### config.mk
export PLATFORM = sky130hd
export DESIGN_NAME = alm_ctrl
export DESIGN_NICKNAME = d
export VERILOG_FILES = /design/src/hw/rtl/alm_pkg.sv /design/src/hw/rtl/alm_ctrl.sv
export SDC_FILE = /design/constraint.sdc
export NUM_CORES = 1
export LEC_CHECK = 0
export BUFFER_PORTS_ARGS = -buffer_cell sky130_fd_sc_hd__clkbuf_2
export CORE_AREA = 2 2 39 41
export DETAILED_ROUTE_END_ITERATION = 10
export DIE_AREA = 0 0 41 43
export HOLD_SLACK_MARGIN = 0.03
export PLACE_DENSITY_LB_ADDON = 0.1
export SETUP_SLACK_MARGIN = 0.5
export SLEW_MARGIN = 30
export SYNTH_ARGS = -nofsm -noshare
export SYNTH_HDL_FRONTEND = slang
export SYNTH_SLANG_ARGS = --single-unit
### constraint.sdc
create_clock -name clk_i -period 0.9 [get_ports clk_i]
set_input_delay 0.09 -clock clk_i [delete_from_list [all_inputs] [get_ports clk_i]]
set_output_delay 0.09 -clock clk_i [all_outputs]
set_load 0.005 [all_outputs]
### src/hw/rtl/alm_pkg.sv
package alm_pkg;

  // Default number of data slots. Slot 0 is the sentinel and holds no data.
  localparam int unsigned CapacityDef = 256;

  // Fixed field widths of the request and response words.
  localparam int unsigned PosW = 9;
  localparam int unsigned ValW = 32;
  localparam int unsigned CntW = 9;

  typedef enum logic {
    REQ_INSERT = 1'b0,
    REQ_DELETE = 1'b1
  } req_e;

  typedef enum logic [2:0] {
    ST_OK       = 3'd0,
    ST_BAD_POS  = 3'd1,
    ST_EMPTY    = 3'd2,
    ST_FULL     = 3'd3,
    ST_BAD_SLOT = 3'd4
  } status_e;

  typedef struct packed {
    req_e             req_type;
    logic [PosW-1:0]  position;
    logic [ValW-1:0]  item_value;
  } req_t;

  typedef struct packed {
    status_e          status;
    logic [PosW-1:0]  slot_used;
    logic [CntW-1:0]  list_size;
    logic             is_linear;
  } rsp_t;

  typedef enum logic [2:0] {
    S_IDLE,
    S_CHECK,
    S_FETCH,
    S_LINK1,
    S_LINK2,
    S_DONE
  } state_e;

  // Commands from the controller to the datapath, one per step of a request.
  typedef struct packed {
    logic load_req;
    logic check;
    logic fetch;
    logic link1;
    logic link2;
    logic load_out;
  } cmd_t;

  // Status from the datapath back to the controller.
  typedef struct packed {
    logic err;
    logic out_free;
  } sts_t;

endpackage

### src/hw/rtl/alm_ctrl.sv
module alm_ctrl import alm_pkg::*; (
  input  logic clk_i,
  input  logic rst_ni,
  input  logic req_valid_i,
  output logic req_ready_o,
  input  sts_t sts_i,
  output cmd_t cmd_o
);

  state_e state_q, state_d;

  always_ff @(posedge clk_i or negedge rst_ni) begin
    if (!rst_ni) begin
      state_q <= S_IDLE;
    end else begin
      state_q <= state_d;
    end
  end

  always_comb begin
    state_d = state_q;
    case (state_q)
      S_IDLE: begin
        if (req_valid_i) begin
          state_d = S_CHECK;
        end
      end
      S_CHECK: begin
        // A request that fails its checks changes nothing and goes straight to the answer.
        state_d = sts_i.err ? S_DONE : S_FETCH;
      end
      S_FETCH: state_d = S_LINK1;
      S_LINK1: state_d = S_LINK2;
      S_LINK2: state_d = S_DONE;
      S_DONE: begin
        if (sts_i.out_free) begin
          state_d = S_IDLE;
        end
      end
      default: state_d = S_IDLE;
    endcase
  end

  always_comb begin
    req_ready_o = 1'b0;
    cmd_o       = '0;
    case (state_q)
      S_IDLE: begin
        req_ready_o    = 1'b1;
        cmd_o.load_req = req_valid_i;
      end
      S_CHECK: cmd_o.check = 1'b1;
      S_FETCH: cmd_o.fetch = 1'b1;
      S_LINK1: cmd_o.link1 = 1'b1;
      S_LINK2: cmd_o.link2 = 1'b1;
      S_DONE:  cmd_o.load_out = sts_i.out_free;
      default: cmd_o = '0;
    endcase
  end

endmodule

==> run metrics <==
status finished with violations; failing checks negative setup slack; busiest grt layer met2; Chip Width between 40 and 50 microns; flip-flop and latch count after synthesis 3; f_max around 0.83 GHz; RSZ-0062 raised after global routing yes; # clock sinks 3; number of fill cells in the layout approximately 160; slowest cell on the critical path dfrtp_2; Starting Density 15.55%; Die ar. 1763 sq um; Total GRT Usage 7.422%; Remaining Overflow, GRT 0; Crit Path Category register to register; Max H-tree Level 1; WP buf/inv 4; Unique masters post-synth 15; met2 Use GR 12.19%; max-cap viol count 0; clk buf depth 2; largest registers state_q: 3 flops; internal power 959.1 uW; Critical Path Max Stage Delay 440 ps; total CTS buffers 3; First DRT Iteration DRCs 3; fin. max-slew vios 0; cells after synthesis 24; flop2flop setup slack -300 ps; worst slack at placement -88.07 ps; Critical Path Stages 6; die height 43 microns; minimum clock period 1198 ps; Comb pwr share 62.4%; critical path startpoint category register; CP dominant cell by count buf_6; cell family with most CP delay flip-flops; CP startpoint state_q[1]; DR pass1 iterations 4; maximum vdd drop ~1.1 mV; I/O Pins 12; crit path cell chain buf_6, buf_6, buf_6, buf_6, mux2i_1, nor2_1; syn_area_per_cell 8.967 sq um; R2R depth 6; max reg flops 3; met3 track demand over resource ~3.1%; Yosys warnings 0; number of global-route vias before repair 248; Net Sw Frac 36.21%; Core ar. about 1400 sq um; setup ws final -297.9 ps; Vias/cell 3.984; Design Area, Final 417.9 sq um; origin of the critical flop-to-flop path state_q[1]; Synth Net Count 29; global routing usage on met1 approximately 6.4%; pin count of the biggest net entering global routing 8; switching power roughly 540 uW; Top reg by flops state_q; Worst EP arrival roughly 1300 ps; LEAKAGE 0.0002163 uW; Vias 255; FF-to-FF End state_q[1]; drt wl/cell 9.594 microns; P&R area growth vs syn 94.19%; final WL 614 microns; first-pass GRT wire length 855 microns; num rows 14; Ant. Diodes 0; CP endpoint kind register; Worst-path clk slew about 40 ps; Final Hold Viols 0; mapped cell area 215.2 sq um; layout cells sized above 1 about 73%; slew of the pin with the lowest slew margin 139.4 ps; Power per Cell Area 3598 nW/um^2; Clock Skew 1.706 ps; critical path required time between 1000 and 1500 ps; Final Cycle Share 133.1%; post-DP HPWL 412 microns; Clock Latency Late Sink 230 ps; CTS tree built; Hold Crit Class input pin to register; sequential power share between 20% and 30%; initial antenna violation count 0; CP Max Fanout 5; nets@finish 54; Max-slew headroom 90.44%; Worst Setup EP state_q[1]; Clock power frac around 16%; placed cell areas 291.5 sq um; routability congestion estimate 0.7074; Post-DRT Antenna Nets 0; Residual DRC 0; register area share after synthesis 34.88%; final setup fails 10; Root Driver clkbuf_4; I/O Buffers 11
-- per-stage QoR --
stage | instances | util, % | total power (uW) | setup TNS [ps] | hold WS, ps
6_report | 64 | 30.20 | 1504 | -2459 | 112.9
4_1_cts | 62 | 27.94 | 1386 | -2480 | 110.0
3_5_place_dp | 52 | 21.07 | 897.4 | -421.3 | -111.2
3_3_place_gp | 52 | 21.07 | 898.5 | -416.1 | -110.7
5_1_grt | 64 | 30.20 | 1636 | -3016 | 128.6
2_1_floorplan | 24 | - | 692.9 | 0 | -205.6
-- worst reg2reg max path, stage by stage (launching register included) --
cell and delay [ps]:
dfrtp_2 440, buf_6 130, buf_6 100, buf_6 100, buf_6 100, mux2i_1 130
nor2_1 60
-- cells in the final DEF, fill, tap and decap left out --
cell type	n
clkbuf_2	9
nor2_1	5
buf_6	5
buf_4	4
clkbuf_4	3
dfrtp_2	3
and2_1	2
o21ai_2	2
nand3_2	2
buf_2	2
and2_2	1
nand2b_1	1
and3b_2	1
nor2_2	1
nor3_2	1
nand2_1	1
mux2i_1	1
nand2b_4	1
o21ai_1	1
clkbuf_1	1
dlygate4sd3_1	1
-- worst min-delay path by stage --
stage,cells past startpoint,from,slack [ps],to
2_1_floorplan,0,rst_ni,-210,state_q[0]
3_3_place_gp,1,rst_ni,-110,state_q[2]
3_5_place_dp,1,rst_ni,-110,state_q[2]
4_1_cts,3,req_valid_i,110,state_q[0]
5_1_grt,3,req_valid_i,130,state_q[0]
6_report,3,req_valid_i,110,state_q[0]
-- power groups by stage --
stage | combinational (uW) | sequential [uW] | clock (uW)
after floorplan | 419 | 274 | 0
after global placement | 562 | 336 | 0
after detailed placement | 565 | 333 | 0
after CTS | 819 | 317 | 250
after global routing | 1020 | 347 | 265
final | 939 | 331 | 234
-- final cells by class --
class	count	area, sq um	area share [%]
Multi-Input combinational cell	20	141.4	33.83
Sequential cell	3	78.83	18.86
Clock buffer	4	26.28	6.287
Timing Repair Buffer	21	151.4	36.23
Tap cell	16	20.02	4.790
-- repair_timing --
action,in CTS,in global routing
pin swaps,5,4
hold endpoints to repair,3,0
gates resized for setup,9,7
setup buffers,5,2
hold buffers,1,0
endpoints found under the setup margin,10,10
-- synthesized netlist by cell type (all sizes together) --
cell type | instances | area share (%)
nand2b | 2 | 9.3
clkbuf | 1 | 6.4
nor2 | 6 | 10
nor3 | 1 | 4.7
nand3 | 2 | 7.0
mux2i | 1 | 4.7
and2 | 3 | 9.3
dfrtp | 3 | 35
and3b | 1 | 4.7
nand2 | 1 | 1.7
o21ai | 3 | 7.0
-- metal layers --
metal / part of all wire (%) / wire, microns
met1: 36 / 220
met5: 0 / 0
met4: 0 / 0
met3: 7.7 / 47
met2: 56 / 346
-- logic make-up after synthesis --
kind of cell / synth area share [%]
buf+inv: 6.394
mux: 4.651
simple gates: 47.09
flops: 34.88
compound gates: 6.975
Note: power is estimated with default switching activity, not from simulation.
